## src/hw/rtl/gdma_pkg.sv

```systemverilog
// ----------------------------------------------------------------------------
// gdma_pkg: shared definitions of the grouped daily mean aggregator
// Widths, codes, the state type and the variable count used by the interfaces, top and bench.
// ----------------------------------------------------------------------------
package gdma_pkg;

   // number of daily variables per day record
   localparam int NUM_VARS = 16;

   // variable address and flush counter widths
   localparam int VA_W = (NUM_VARS > 1) ? $clog2(NUM_VARS) : 1;
   localparam int VC_W = $clog2(NUM_VARS + 1);

   // field widths
   localparam int PID_W = 32;
   localparam int VAL_W = 32;
   localparam int SUM_W = 40;
   localparam int CNT_W = 8;
   localparam int VAR_W = 4;
   localparam int DOW_W = 3;
   localparam int ENT_W = 3 * SUM_W;

   // divider step counter
   localparam int DSC_W = $clog2(SUM_W + 1);

   localparam logic [SUM_W-1:0] SUM_MAX  = {SUM_W{1'b1}};
   localparam logic [CNT_W-1:0] CNT_MAX  = {CNT_W{1'b1}};
   localparam logic [VAL_W-1:0] MEAN_MAX = {VAL_W{1'b1}};

   // weekend day numbers
   localparam logic [DOW_W-1:0] DOW_FIRST = 3'd1;
   localparam logic [DOW_W-1:0] DOW_LAST  = 3'd7;

   // configuration register indexes
   localparam int CSR_IDX_W = 2;
   localparam logic [CSR_IDX_W-1:0] CSR_MIN_VALID   = 2'd0;
   localparam logic [CSR_IDX_W-1:0] CSR_MIN_WEEKDAY = 2'd1;
   localparam logic [CSR_IDX_W-1:0] CSR_MIN_WEEKEND = 2'd2;

   typedef enum logic [1:0] {
      KIND_SUMMARY = 2'd0,
      KIND_ALL     = 2'd1,
      KIND_WEEKDAY = 2'd2,
      KIND_WEEKEND = 2'd3
   } gdma_kind_type;

   typedef enum logic [2:0] {
      ST_IDLE,
      ST_APPLY,
      ST_ACC_WRITE,
      ST_SUMMARY,
      ST_FL_READ,
      ST_FL_LOAD,
      ST_FL_DIV,
      ST_FL_OUT
   } gdma_state_type;

endpackage

```

## src/hw/rtl/gdma_if.sv

```systemverilog
// ----------------------------------------------------------------------------
// gdma channel interfaces
// Valid/ready channels for requests, results and configuration writes.
// ----------------------------------------------------------------------------
interface gdma_req_if
   import gdma_pkg::*;
   ();
   logic             valid;
   logic             ready;
   logic [PID_W-1:0] person_id;
   logic [DOW_W-1:0] day_of_week;
   logic             day_valid;
   logic [VAR_W-1:0] var_index;
   logic [VAL_W-1:0] value;
   logic             end_of_data;

   modport source (output valid, person_id, day_of_week, day_valid, var_index, value,
                   end_of_data, input ready);
   modport sink   (input valid, person_id, day_of_week, day_valid, var_index, value,
                   end_of_data, output ready);
endinterface

interface gdma_rsp_if
   import gdma_pkg::*;
   ();
   logic             valid;
   logic             ready;
   logic [PID_W-1:0] out_person_id;
   logic [1:0]       kind;
   logic [VAR_W-1:0] out_var_index;
   logic [VAL_W-1:0] mean;
   logic             mean_undefined;
   logic [CNT_W-1:0] valid_day_count;
   logic [CNT_W-1:0] weekday_count;
   logic [CNT_W-1:0] weekend_count;
   logic             qualifies;
   logic             last;

   modport source (output valid, out_person_id, kind, out_var_index, mean, mean_undefined,
                   valid_day_count, weekday_count, weekend_count, qualifies, last,
                   input ready);
   modport sink   (input valid, out_person_id, kind, out_var_index, mean, mean_undefined,
                   valid_day_count, weekday_count, weekend_count, qualifies, last,
                   output ready);
endinterface

interface gdma_csr_if
   import gdma_pkg::*;
   ();
   logic                 valid;
   logic                 ready;
   logic [CSR_IDX_W-1:0] index;
   logic [CNT_W-1:0]     data;

   modport source (output valid, index, data, input ready);
   modport sink   (input valid, index, data, output ready);
endinterface

```

## src/hw/rtl/gdma_ram.sv

```systemverilog
// ----------------------------------------------------------------------------
// gdma_ram: generic single-write, single-read RAM
// One write port and one read port; read data is registered.
// ----------------------------------------------------------------------------
module gdma_ram #(
   parameter int WIDTH = 8,
   parameter int DEPTH = 16
) (
   input  logic                                     clock,
   input  logic                                     wr_en,
   input  logic [((DEPTH > 1) ? $clog2(DEPTH) : 1)-1:0] wr_addr,
   input  logic [WIDTH-1:0]                         wr_data,
   input  logic                                     rd_en,
   input  logic [((DEPTH > 1) ? $clog2(DEPTH) : 1)-1:0] rd_addr,
   output logic [WIDTH-1:0]                         rd_data
);
   logic [WIDTH-1:0] mem_ff [DEPTH];
   logic [WIDTH-1:0] rd_data_ff;

   // write port
   always_ff @(posedge clock) begin
      if (wr_en) begin
         mem_ff[wr_addr] <= wr_data;
      end
   end

   // registered read port
   always_ff @(posedge clock) begin
      if (rd_en) begin
         rd_data_ff <= mem_ff[rd_addr];
      end
   end

   assign rd_data = rd_data_ff;
endmodule

```

## src/hw/rtl/grouped_daily_mean_aggregator_top.sv

```systemverilog
// ----------------------------------------------------------------------------
// grouped_daily_mean_aggregator_top: per-person daily variable means
// Counts valid days, accumulates per-variable sums and, on a person change
// or end marker, emits a summary and all-days, weekday and weekend means.
// ----------------------------------------------------------------------------
//  channel  direction  contents
//  req_ch   in         person_id, day_of_week, day_valid, var_index, value, end_of_data
//  rsp_ch   out        summary or mean result, last marks end of a flush
//  csr_ch   in         index 0..2 min_valid/min_weekday/min_weekend, always ready
//
//  A request without a flush passes accept, a read of the sum RAM and a write back.
//  A flush adds 1 + 3*NUM_VARS results; each mean passes a RAM read, a load and the
//  one-bit-per-cycle divider (40 steps for a 40-bit sum).
//  Reset is synchronous; it clears counts, person state and the entry valid bits
//  (no clearing pass). A stalled result holds only the result register; the
//  divider keeps working until the next result is ready to load.
// ----------------------------------------------------------------------------
module grouped_daily_mean_aggregator_top
   import gdma_pkg::*;
(
   input  logic      clock,
   input  logic      reset,
   gdma_req_if.sink   req_ch,
   gdma_rsp_if.source rsp_ch,
   gdma_csr_if.sink   csr_ch
);

   gdma_state_type state_ff, state_in;

   // configuration
   logic [CNT_W-1:0] min_valid_ff, min_valid_in;
   logic [CNT_W-1:0] min_wd_ff, min_wd_in;
   logic [CNT_W-1:0] min_we_ff, min_we_in;

   // person state
   logic [PID_W-1:0] cur_pid_ff, cur_pid_in;
   logic             open_ff, open_in;
   logic [CNT_W-1:0] cnt_all_ff, cnt_all_in;
   logic [CNT_W-1:0] cnt_wd_ff, cnt_wd_in;
   logic [CNT_W-1:0] cnt_we_ff, cnt_we_in;
   logic [NUM_VARS-1:0] ent_valid_ff, ent_valid_in;

   // captured request
   logic [PID_W-1:0] it_pid_ff, it_pid_in;
   logic [DOW_W-1:0] it_dow_ff, it_dow_in;
   logic             it_dv_ff, it_dv_in;
   logic [VAR_W-1:0] it_var_ff, it_var_in;
   logic [VAL_W-1:0] it_val_ff, it_val_in;
   logic             resume_ff, resume_in;

   // flush sequencing and divider
   gdma_kind_type    fkind_ff, fkind_in;
   logic [VC_W-1:0]  fvar_ff, fvar_in;
   logic [SUM_W-1:0] quo_ff, quo_in;
   logic [CNT_W-1:0] rem_ff, rem_in;
   logic [CNT_W-1:0] dvs_ff, dvs_in;
   logic [DSC_W-1:0] step_ff, step_in;
   logic             undef_ff, undef_in;

   // result register
   logic             rv_ff, rv_in;
   logic [PID_W-1:0] r_pid_ff, r_pid_in;
   gdma_kind_type    r_kind_ff, r_kind_in;
   logic [VAR_W-1:0] r_var_ff, r_var_in;
   logic [VAL_W-1:0] r_mean_ff, r_mean_in;
   logic             r_undef_ff, r_undef_in;
   logic [CNT_W-1:0] r_ca_ff, r_ca_in;
   logic [CNT_W-1:0] r_cwd_ff, r_cwd_in;
   logic [CNT_W-1:0] r_cwe_ff, r_cwe_in;
   logic             r_q_ff, r_q_in;
   logic             r_last_ff, r_last_in;

   // RAM ports
   logic             ram_we, ram_re;
   logic [VA_W-1:0]  ram_wa, ram_ra;
   logic [ENT_W-1:0] ram_wd, ram_rd;

   // helpers
   logic [7:0]       it_var_ext, fvar_ext;
   logic [VA_W-1:0]  it_addr, f_addr;
   logic             it_in_range, it_weekend;
   logic [ENT_W-1:0] ent_rd;
   logic [SUM_W:0]   add_all, add_wd, add_we;
   logic [SUM_W-1:0] s_all, s_wd, s_we, f_sum;
   logic [CNT_W-1:0] f_cnt;
   logic [CNT_W:0]   rem_sh, rem_diff;
   logic             rem_ge, out_free, f_last;

   gdma_ram #(.WIDTH(ENT_W), .DEPTH(NUM_VARS)) u_sum_ram (
      .clock   (clock),
      .wr_en   (ram_we),
      .wr_addr (ram_wa),
      .wr_data (ram_wd),
      .rd_en   (ram_re),
      .rd_addr (ram_ra),
      .rd_data (ram_rd)
   );

   // decode captured request and flush position
   assign it_var_ext  = 8'(it_var_ff);
   assign it_addr     = it_var_ext[VA_W-1:0];
   assign it_in_range = it_var_ext < 8'(NUM_VARS);
   assign it_weekend  = (it_dow_ff == DOW_FIRST) || (it_dow_ff == DOW_LAST);
   assign fvar_ext    = 8'(fvar_ff);
   assign f_addr      = fvar_ff[VA_W-1:0];
   assign f_last      = (fkind_ff == KIND_WEEKEND) && (fvar_ff == VC_W'(NUM_VARS - 1));
   assign out_free    = !rv_ff || rsp_ch.ready;

   // entry never written since the last flush reads as zero
   assign ent_rd = ent_valid_ff[ram_ra] ? ram_rd : '0;

   // saturating sum updates, entry packs {weekend, weekday, all}
   assign add_all = {1'b0, ent_rd[SUM_W-1:0]} + (SUM_W+1)'(it_val_ff);
   assign add_wd  = {1'b0, ent_rd[2*SUM_W-1:SUM_W]} + (SUM_W+1)'(it_val_ff);
   assign add_we  = {1'b0, ent_rd[3*SUM_W-1:2*SUM_W]} + (SUM_W+1)'(it_val_ff);
   assign s_all   = add_all[SUM_W] ? SUM_MAX : add_all[SUM_W-1:0];
   assign s_wd    = add_wd[SUM_W]  ? SUM_MAX : add_wd[SUM_W-1:0];
   assign s_we    = add_we[SUM_W]  ? SUM_MAX : add_we[SUM_W-1:0];

   // divider step
   assign rem_sh   = {rem_ff, quo_ff[SUM_W-1]};
   assign rem_ge   = rem_sh >= {1'b0, dvs_ff};
   assign rem_diff = rem_sh - {1'b0, dvs_ff};

   // pick the sum and count of the current flush kind
   always_comb begin
      unique case (fkind_ff)
         KIND_WEEKDAY: begin
            f_sum = ent_rd[2*SUM_W-1:SUM_W];
            f_cnt = cnt_wd_ff;
         end
         KIND_WEEKEND: begin
            f_sum = ent_rd[3*SUM_W-1:2*SUM_W];
            f_cnt = cnt_we_ff;
         end
         default: begin
            f_sum = ent_rd[SUM_W-1:0];
            f_cnt = cnt_all_ff;
         end
      endcase
   end

   // next state and datapath
   always_comb begin
      state_in     = state_ff;
      min_valid_in = min_valid_ff;
      min_wd_in    = min_wd_ff;
      min_we_in    = min_we_ff;
      cur_pid_in   = cur_pid_ff;
      open_in      = open_ff;
      cnt_all_in   = cnt_all_ff;
      cnt_wd_in    = cnt_wd_ff;
      cnt_we_in    = cnt_we_ff;
      ent_valid_in = ent_valid_ff;
      it_pid_in    = it_pid_ff;
      it_dow_in    = it_dow_ff;
      it_dv_in     = it_dv_ff;
      it_var_in    = it_var_ff;
      it_val_in    = it_val_ff;
      resume_in    = resume_ff;
      fkind_in     = fkind_ff;
      fvar_in      = fvar_ff;
      quo_in       = quo_ff;
      rem_in       = rem_ff;
      dvs_in       = dvs_ff;
      step_in      = step_ff;
      undef_in     = undef_ff;
      rv_in        = rv_ff && !rsp_ch.ready;
      r_pid_in     = r_pid_ff;
      r_kind_in    = r_kind_ff;
      r_var_in     = r_var_ff;
      r_mean_in    = r_mean_ff;
      r_undef_in   = r_undef_ff;
      r_ca_in      = r_ca_ff;
      r_cwd_in     = r_cwd_ff;
      r_cwe_in     = r_cwe_ff;
      r_q_in       = r_q_ff;
      r_last_in    = r_last_ff;
      ram_we       = 1'b0;
      ram_wa       = it_addr;
      ram_wd       = {s_we, s_wd, s_all};
      ram_re       = 1'b0;
      ram_ra       = it_addr;

      // take configuration writes
      if (csr_ch.valid) begin
         unique case (csr_ch.index)
            CSR_MIN_VALID:   min_valid_in = csr_ch.data;
            CSR_MIN_WEEKDAY: min_wd_in    = csr_ch.data;
            CSR_MIN_WEEKEND: min_we_in    = csr_ch.data;
            default: ;
         endcase
      end

      unique case (state_ff)
         ST_IDLE: begin
            // capture the request and decide whether it starts a flush
            if (req_ch.valid) begin
               it_pid_in = req_ch.person_id;
               it_dow_in = req_ch.day_of_week;
               it_dv_in  = req_ch.day_valid;
               it_var_in = req_ch.var_index;
               it_val_in = req_ch.value;
               priority if (req_ch.end_of_data) begin
                  resume_in = 1'b0;
                  state_in  = open_ff ? ST_SUMMARY : ST_IDLE;
               end else if (req_ch.var_index == '0) begin
                  resume_in = 1'b1;
                  state_in  = (open_ff && req_ch.person_id != cur_pid_ff) ?
                              ST_SUMMARY : ST_APPLY;
               end else begin
                  state_in  = open_ff ? ST_APPLY : ST_IDLE;
               end
            end
         end
         ST_APPLY: begin
            // advance day counts on a record start, then read the sums
            if (it_var_ff == '0) begin
               cur_pid_in = it_pid_ff;
               open_in    = 1'b1;
               if (it_dv_ff) begin
                  cnt_all_in = (cnt_all_ff == CNT_MAX) ? CNT_MAX : cnt_all_ff + 1'b1;
                  if (it_weekend) begin
                     cnt_we_in = (cnt_we_ff == CNT_MAX) ? CNT_MAX : cnt_we_ff + 1'b1;
                  end else begin
                     cnt_wd_in = (cnt_wd_ff == CNT_MAX) ? CNT_MAX : cnt_wd_ff + 1'b1;
                  end
               end
            end
            if (it_dv_ff && it_in_range) begin
               ram_re   = 1'b1;
               state_in = ST_ACC_WRITE;
            end else begin
               state_in = ST_IDLE;
            end
         end
         ST_ACC_WRITE: begin
            // write back the updated sums of the entry
            ram_we = 1'b1;
            if (it_weekend) begin
               ram_wd = {s_we, ent_rd[2*SUM_W-1:SUM_W], s_all};
            end else begin
               ram_wd = {ent_rd[3*SUM_W-1:2*SUM_W], s_wd, s_all};
            end
            ent_valid_in[it_addr] = 1'b1;
            state_in = ST_IDLE;
         end
         ST_SUMMARY: begin
            // load the summary result
            if (out_free) begin
               rv_in      = 1'b1;
               r_pid_in   = cur_pid_ff;
               r_kind_in  = KIND_SUMMARY;
               r_var_in   = '0;
               r_mean_in  = '0;
               r_undef_in = 1'b0;
               r_ca_in    = cnt_all_ff;
               r_cwd_in   = cnt_wd_ff;
               r_cwe_in   = cnt_we_ff;
               r_q_in     = (cnt_all_ff >= min_valid_ff) && (cnt_wd_ff >= min_wd_ff) &&
                            (cnt_we_ff >= min_we_ff);
               r_last_in  = 1'b0;
               fkind_in   = KIND_ALL;
               fvar_in    = '0;
               state_in   = ST_FL_READ;
            end
         end
         ST_FL_READ: begin
            ram_re   = 1'b1;
            ram_ra   = f_addr;
            state_in = ST_FL_LOAD;
         end
         ST_FL_LOAD: begin
            // start the division, or skip it on a zero count
            ram_ra  = f_addr;
            quo_in  = f_sum;
            rem_in  = '0;
            dvs_in  = f_cnt;
            step_in = '0;
            if (f_cnt == '0) begin
               quo_in   = '0;
               undef_in = 1'b1;
               state_in = ST_FL_OUT;
            end else begin
               undef_in = 1'b0;
               state_in = ST_FL_DIV;
            end
         end
         ST_FL_DIV: begin
            // one restoring step a cycle
            quo_in  = {quo_ff[SUM_W-2:0], rem_ge};
            rem_in  = rem_ge ? rem_diff[CNT_W-1:0] : rem_sh[CNT_W-1:0];
            step_in = step_ff + 1'b1;
            if (step_ff == DSC_W'(SUM_W - 1)) begin
               state_in = ST_FL_OUT;
            end
         end
         ST_FL_OUT: begin
            // load a mean result and advance the flush
            if (out_free) begin
               rv_in      = 1'b1;
               r_pid_in   = cur_pid_ff;
               r_kind_in  = fkind_ff;
               r_var_in   = fvar_ext[VAR_W-1:0];
               r_mean_in  = (quo_ff[SUM_W-1:VAL_W] != '0) ? MEAN_MAX : quo_ff[VAL_W-1:0];
               r_undef_in = undef_ff;
               r_ca_in    = '0;
               r_cwd_in   = '0;
               r_cwe_in   = '0;
               r_q_in     = 1'b0;
               r_last_in  = f_last;
               if (f_last) begin
                  cnt_all_in   = '0;
                  cnt_wd_in    = '0;
                  cnt_we_in    = '0;
                  ent_valid_in = '0;
                  if (resume_ff) begin
                     state_in = ST_APPLY;
                  end else begin
                     open_in  = 1'b0;
                     state_in = ST_IDLE;
                  end
               end else begin
                  if (fvar_ff == VC_W'(NUM_VARS - 1)) begin
                     fvar_in  = '0;
                     fkind_in = gdma_kind_type'(fkind_ff + 2'd1);
                  end else begin
                     fvar_in  = fvar_ff + 1'b1;
                  end
                  state_in = ST_FL_READ;
               end
            end
         end
         default: state_in = ST_IDLE;
      endcase
   end

   // control registers
   always_ff @(posedge clock) begin
      if (reset) begin
         state_ff     <= ST_IDLE;
         min_valid_ff <= 8'd1;
         min_wd_ff    <= '0;
         min_we_ff    <= '0;
         cur_pid_ff   <= '0;
         open_ff      <= 1'b0;
         cnt_all_ff   <= '0;
         cnt_wd_ff    <= '0;
         cnt_we_ff    <= '0;
         ent_valid_ff <= '0;
         rv_ff        <= 1'b0;
      end else begin
         state_ff     <= state_in;
         min_valid_ff <= min_valid_in;
         min_wd_ff    <= min_wd_in;
         min_we_ff    <= min_we_in;
         cur_pid_ff   <= cur_pid_in;
         open_ff      <= open_in;
         cnt_all_ff   <= cnt_all_in;
         cnt_wd_ff    <= cnt_wd_in;
         cnt_we_ff    <= cnt_we_in;
         ent_valid_ff <= ent_valid_in;
         rv_ff        <= rv_in;
      end
   end

   // payload registers
   always_ff @(posedge clock) begin
      it_pid_ff  <= it_pid_in;
      it_dow_ff  <= it_dow_in;
      it_dv_ff   <= it_dv_in;
      it_var_ff  <= it_var_in;
      it_val_ff  <= it_val_in;
      resume_ff  <= resume_in;
      fkind_ff   <= fkind_in;
      fvar_ff    <= fvar_in;
      quo_ff     <= quo_in;
      rem_ff     <= rem_in;
      dvs_ff     <= dvs_in;
      step_ff    <= step_in;
      undef_ff   <= undef_in;
      r_pid_ff   <= r_pid_in;
      r_kind_ff  <= r_kind_in;
      r_var_ff   <= r_var_in;
      r_mean_ff  <= r_mean_in;
      r_undef_ff <= r_undef_in;
      r_ca_ff    <= r_ca_in;
      r_cwd_ff   <= r_cwd_in;
      r_cwe_ff   <= r_cwe_in;
      r_q_ff     <= r_q_in;
      r_last_ff  <= r_last_in;
   end

   // drive the channels
   assign req_ch.ready = (state_ff == ST_IDLE);
   assign csr_ch.ready = 1'b1;

   assign rsp_ch.valid           = rv_ff;
   assign rsp_ch.out_person_id   = r_pid_ff;
   assign rsp_ch.kind            = r_kind_ff;
   assign rsp_ch.out_var_index   = r_var_ff;
   assign rsp_ch.mean            = r_mean_ff;
   assign rsp_ch.mean_undefined  = r_undef_ff;
   assign rsp_ch.valid_day_count = r_ca_ff;
   assign rsp_ch.weekday_count   = r_cwd_ff;
   assign rsp_ch.weekend_count   = r_cwe_ff;
   assign rsp_ch.qualifies       = r_q_ff;
   assign rsp_ch.last            = r_last_ff;

endmodule

```

## src/flat_wrapper.sv

```systemverilog
// flat-port wrapper written by rule: the top's interface ports become plain ports
module grouped_daily_mean_aggregator_top_flat import gdma_pkg::*;
  (clock, reset, req_ch_valid, req_ch_person_id, req_ch_day_of_week, req_ch_day_valid, req_ch_var_index, req_ch_value, req_ch_end_of_data, req_ch_ready, rsp_ch_valid, rsp_ch_out_person_id, rsp_ch_kind, rsp_ch_out_var_index, rsp_ch_mean, rsp_ch_mean_undefined, rsp_ch_valid_day_count, rsp_ch_weekday_count, rsp_ch_weekend_count, rsp_ch_qualifies, rsp_ch_last, rsp_ch_ready, csr_ch_valid, csr_ch_index, csr_ch_data, csr_ch_ready);
  gdma_req_if req_ch_i ();
  gdma_rsp_if rsp_ch_i ();
  gdma_csr_if csr_ch_i ();
  input  logic clock;
  input  logic reset;
  input wire logic [$bits(req_ch_i.valid)-1:0] req_ch_valid;
  input wire logic [$bits(req_ch_i.person_id)-1:0] req_ch_person_id;
  input wire logic [$bits(req_ch_i.day_of_week)-1:0] req_ch_day_of_week;
  input wire logic [$bits(req_ch_i.day_valid)-1:0] req_ch_day_valid;
  input wire logic [$bits(req_ch_i.var_index)-1:0] req_ch_var_index;
  input wire logic [$bits(req_ch_i.value)-1:0] req_ch_value;
  input wire logic [$bits(req_ch_i.end_of_data)-1:0] req_ch_end_of_data;
  output wire logic [$bits(req_ch_i.ready)-1:0] req_ch_ready;
  output wire logic [$bits(rsp_ch_i.valid)-1:0] rsp_ch_valid;
  output wire logic [$bits(rsp_ch_i.out_person_id)-1:0] rsp_ch_out_person_id;
  output wire logic [$bits(rsp_ch_i.kind)-1:0] rsp_ch_kind;
  output wire logic [$bits(rsp_ch_i.out_var_index)-1:0] rsp_ch_out_var_index;
  output wire logic [$bits(rsp_ch_i.mean)-1:0] rsp_ch_mean;
  output wire logic [$bits(rsp_ch_i.mean_undefined)-1:0] rsp_ch_mean_undefined;
  output wire logic [$bits(rsp_ch_i.valid_day_count)-1:0] rsp_ch_valid_day_count;
  output wire logic [$bits(rsp_ch_i.weekday_count)-1:0] rsp_ch_weekday_count;
  output wire logic [$bits(rsp_ch_i.weekend_count)-1:0] rsp_ch_weekend_count;
  output wire logic [$bits(rsp_ch_i.qualifies)-1:0] rsp_ch_qualifies;
  output wire logic [$bits(rsp_ch_i.last)-1:0] rsp_ch_last;
  input wire logic [$bits(rsp_ch_i.ready)-1:0] rsp_ch_ready;
  input wire logic [$bits(csr_ch_i.valid)-1:0] csr_ch_valid;
  input wire logic [$bits(csr_ch_i.index)-1:0] csr_ch_index;
  input wire logic [$bits(csr_ch_i.data)-1:0] csr_ch_data;
  output wire logic [$bits(csr_ch_i.ready)-1:0] csr_ch_ready;
  assign req_ch_i.valid = req_ch_valid;
  assign req_ch_i.person_id = req_ch_person_id;
  assign req_ch_i.day_of_week = req_ch_day_of_week;
  assign req_ch_i.day_valid = req_ch_day_valid;
  assign req_ch_i.var_index = req_ch_var_index;
  assign req_ch_i.value = req_ch_value;
  assign req_ch_i.end_of_data = req_ch_end_of_data;
  assign req_ch_ready = req_ch_i.ready;
  assign rsp_ch_valid = rsp_ch_i.valid;
  assign rsp_ch_out_person_id = rsp_ch_i.out_person_id;
  assign rsp_ch_kind = rsp_ch_i.kind;
  assign rsp_ch_out_var_index = rsp_ch_i.out_var_index;
  assign rsp_ch_mean = rsp_ch_i.mean;
  assign rsp_ch_mean_undefined = rsp_ch_i.mean_undefined;
  assign rsp_ch_valid_day_count = rsp_ch_i.valid_day_count;
  assign rsp_ch_weekday_count = rsp_ch_i.weekday_count;
  assign rsp_ch_weekend_count = rsp_ch_i.weekend_count;
  assign rsp_ch_qualifies = rsp_ch_i.qualifies;
  assign rsp_ch_last = rsp_ch_i.last;
  assign rsp_ch_i.ready = rsp_ch_ready;
  assign csr_ch_i.valid = csr_ch_valid;
  assign csr_ch_i.index = csr_ch_index;
  assign csr_ch_i.data = csr_ch_data;
  assign csr_ch_ready = csr_ch_i.ready;
  grouped_daily_mean_aggregator_top u_core (.clock(clock), .reset(reset), .req_ch(req_ch_i), .rsp_ch(rsp_ch_i), .csr_ch(csr_ch_i));
endmodule
```

## config.mk

```make
export PLATFORM = sky130hd
export DESIGN_NAME = grouped_daily_mean_aggregator_top_flat
export DESIGN_NICKNAME = d
export VERILOG_FILES = /design/src/hw/rtl/gdma_pkg.sv /design/src/hw/rtl/gdma_if.sv /design/src/hw/rtl/gdma_ram.sv /design/src/hw/rtl/grouped_daily_mean_aggregator_top.sv /design/src/flat_wrapper.sv
export SDC_FILE = /design/constraint.sdc
export NUM_CORES = 2
export LEC_CHECK = 0
export ABC_AREA = 1
export BUFFER_PORTS_ARGS = -buffer_cell sky130_fd_sc_hd__buf_2
export CAP_MARGIN = 0
export CELL_PAD_IN_SITES_DETAIL_PLACEMENT = 0
export CELL_PAD_IN_SITES_GLOBAL_PLACEMENT = 1
export CORE_MARGIN = 10
export CORE_UTILIZATION = 55
export CTS_CLUSTER_SIZE = 40
export DETAILED_ROUTE_END_ITERATION = 6
export HOLD_SLACK_MARGIN = 0.06
export PLACE_DENSITY_LB_ADDON = 0.08
export SLEW_MARGIN = 30
export SYNTH_ARGS = -nofsm -noshare
export SYNTH_HDL_FRONTEND = slang
export SYNTH_SLANG_ARGS = --single-unit
```

## constraint.sdc

```tcl
create_clock -name clock -period 24.3 [get_ports clock]
set_input_delay 1.215 -clock clock [delete_from_list [all_inputs] [get_ports clock]]
set_output_delay 1.215 -clock clock [all_outputs]
set_load 0.005 [all_outputs]
```

==> reports/results.tsv <==
metric	value	unit
Net Count, Synth	9119	
Max Cap Violations	0	
switch share	0.2741	
Pwr Total	9773	µW
Logic pwr share	0.142	
Max rail drop VDD	0.00009663	V
register area	70490	µm²
commonest non-fill, non-tap cell in the layout	edfxtp_1	
highest-count cells in the layout ignoring fill and taps	2280 x edfxtp_1, 1377 x nor2_1, 1125 x o21ai_0	
GP Congestion	1.017	
multi-input logic area	27600	µm²
worst slew pin tran	1.099	ns
P_leak	0.04033	µW
#FFs+latches synth	2381	
CP top delay family	simple AND/OR/NAND/NOR gates	
initial drt markers	9402	
clock skew	0.07509	ns
Syn. warnings	0	
final-layout fill cell count	14880	
Reg power frac	0.499	
Rel. slew slack	0.2676	
Setup WS pre-CTS	15.02	ns
Worst R2R Path Depth	29	
remaining routing DRC violations	0	
main combinational cell family by area after synthesis	compound AO/OA/AOI/OAI gates	
core area	185200	µm²
Async SR Flop Fraction	0	
Root Driver	clkbuf_16	
fin crit share	0.3755	
Post-Syn Area	102300	µm²
Compound-Gate Fraction of Synth Area	0.1278	
floorplan row count	158	
Post-Route WL	322600	µm
Max clock buf depth	3	
Largest stage delay, worst path	0.65	ns
H-tree levels	4	
r2r setup slk	15.17	ns
Clk pwr share	0.358	
simple-gate share of the synthesized area	0.1211	
Layout Cells excl Fill	11660	
Worst-path clk slew	0.06	ns
Critical path buffers and inverters	4	
Adder-Cell Fraction of Synth Area	0.01213	
grt total ovfl	0	
Arr. time, crit path	9.58	ns
Avg Cell Area, Syn	11.45	µm²
Worst Hold Path Cells	0	
min cycle time layout	9.126	ns
CTS tree	built	
P&R area growth vs syn	10.81	%
critical path class	reg -> reg	
Die Wd	451.2	µm
Sink Count	2381	
share of cells above drive strength 1	0.08379	
Antenna Nets Post-Route	0	
total track usage	0.3067	
Port Buffers	186	
Max FO, Critical Path	114	
multiplexer area fraction after synthesis	0	
PostCTS Resize Cnt	0	
post-synthesis sequential area ratio	0.6891	
fmax	109.6	MHz
Die ar.	203600	µm²
Wirelength per Cell	27.67	µm
# hold bufs at CTS	0	
HP Class	reg -> reg	
Setup-failing EPs final	0	
fin. max-slew vios	0	
vias post-DR	72550	
CP max stage cell	a21boi_0	
final hold vios	0	
Mapped Cells	8933	
WP data required	24.75	ns
placed cells	11230	
xor-xnor portion of the synthesized cell area	0.005994	
most used cell, CP	o21ai_1	
Post-synth EDFFs	2280	
drt first pass iters	6	
antenna violations before repair	10	
Startpoint Class	flip-flop	
Netlist cell types	53	
Setup Buffers After CTS	0	
RSZ-0062 raised after global routing	no	
Clock Latency Late Sink	0.91	ns
switching power	2679	µW
internal cell power	7094	µW
via density per instance	6.221	
Setup WS post-layout	15.17	ns
nets@finish	9170	
HPWL Detailed	191400	µm
I/O pin cnt	188	
CP Capture Type	flip-flop	
first-pass GRT wire length	465000	µm
status	finished clean	
path length in cells of the critical path	29	
vias in the first global route	68340	
setup TNS	0	ns
TritonCTS buffer count	229	
pwr/cell area	86.22	nW/µm²
chip height	451.2	µm
prevailing post-synth register cell	edfxtp_1	
largest net degree at the start of global routing	212	
initial core utilization	0.5522	
stage by stage:
| step | util | hold slack, ns | cell area, µm² |
|---|---|---|---|
| final | 0.6119 | 0.4380 | 113300 |
| after global routing | 0.6119 | 0.4383 | 113300 |
| after floorplan | - | 0.4082 | 102300 |
| after global placement | 0.5702 | 0.4153 | 105600 |
| after detailed placement | 0.5706 | 0.4177 | 105700 |
| after CTS | 0.6109 | 0.4109 | 113200 |
cells by family (layout without fill, tap and decap cells):
logic type / count (synthesis) / after routing
simple gates: 3034 / 3034
buf+inv: 1162 / 1407
xor+xnor: 70 / 70
fa+ha+maj: 98 / 98
flops: 2381 / 2381
compound gates: 2187 / 2187
other cells: 1 / 4
Yosys cell counts, types with 14 or more instances:
cell type | number | area (µm²)
a21oi_1 | 261 | 1306
dfxtp_1 | 101 | 2022
nor2_1 | 1394 | 5233
o21ai_1 | 14 | 70.07
ha_1 | 96 | 1201
o221ai_1 | 341 | 2987
inv_1 | 641 | 2406
edfxtp_1 | 2280 | 68470
nand2_1 | 1081 | 4058
a31oi_1 | 20 | 125.1
nor3_1 | 62 | 310.3
nand3_2 | 14 | 140.1
nand4_1 | 60 | 375.4
o22ai_1 | 211 | 1320
xor2_1 | 36 | 315.3
nand3_1 | 352 | 1762
xnor2_1 | 34 | 297.8
o21ai_0 | 1126 | 5635
clkbuf_1 | 465 | 1745
or2_2 | 25 | 156.4
buf_1 | 15 | 56.30
o211ai_1 | 149 | 1119
power groups by stage:
stage	logic [µW]	registers [µW]	clock network [µW]
CTS	1360	4880	3540
global route	1510	4880	3710
floorplan	842	4950	0
detailed placement	1350	4960	0
global placement	1320	4960	0
finish	1390	4880	3500
path summary, 6_finish.rpt:
kind                                      to                  start
max          u_core.u_sum_ram.mem_ff[13][20]     u_core.state_ff[0]
min          u_core.rsp_ch.out_person_id[11]  u_core.cur_pid_ff[11]
max reg2reg  u_core.u_sum_ram.mem_ff[13][20]     u_core.state_ff[0]
min reg2reg  u_core.rsp_ch.out_person_id[11]  u_core.cur_pid_ff[11]
sequential cells by signal (all words and copies together), names as in the netlist, 6 cells and up:
signal / flops
u_core.u_sum_ram.mem_ff: 1920
u_core.u_sum_ram.rd_data: 120
u_core.quo_ff: 40
u_core.cur_pid_ff: 32
u_core.it_pid_ff: 32
u_core.it_val_ff: 32
u_core.rsp_ch.mean: 32
u_core.rsp_ch.out_person_id: 32
u_core.ent_valid_ff: 16
u_core.cnt_all_ff: 8
u_core.cnt_wd_ff: 8
u_core.cnt_we_ff: 8
u_core.dvs_ff: 8
u_core.min_valid_ff: 8
u_core.min_wd_ff: 8
u_core.min_we_ff: 8
u_core.rem_ff: 8
u_core.rsp_ch.valid_day_count: 8
u_core.rsp_ch.weekday_count: 8
u_core.rsp_ch.weekend_count: 8
u_core.step_ff: 6
metal layers:
layer / wire length (µm) / vias up / global-route usage
met5: 64 / - / 0
met4: 9592 / 10 / 0.09089
met3: 33250 / 540 / 0.06397
met2: 146300 / 3615 / 0.4736
met1: 133400 / 36010 / 0.4404
li1: - / 32370 / -
cell type report:
class / count / area share
sequential: 2381 / 0.6219
multi-input combinational: 5390 / 0.2435
clock buffer: 293 / 0.05340
tap: 2480 / 0.02738
inverter: 658 / 0.02190
timing repair buffer: 324 / 0.01942
clock inverter: 132 / 0.01240
antenna: 3 / 0.00006624
No activity file was read; power rests on OpenSTA's default activity.
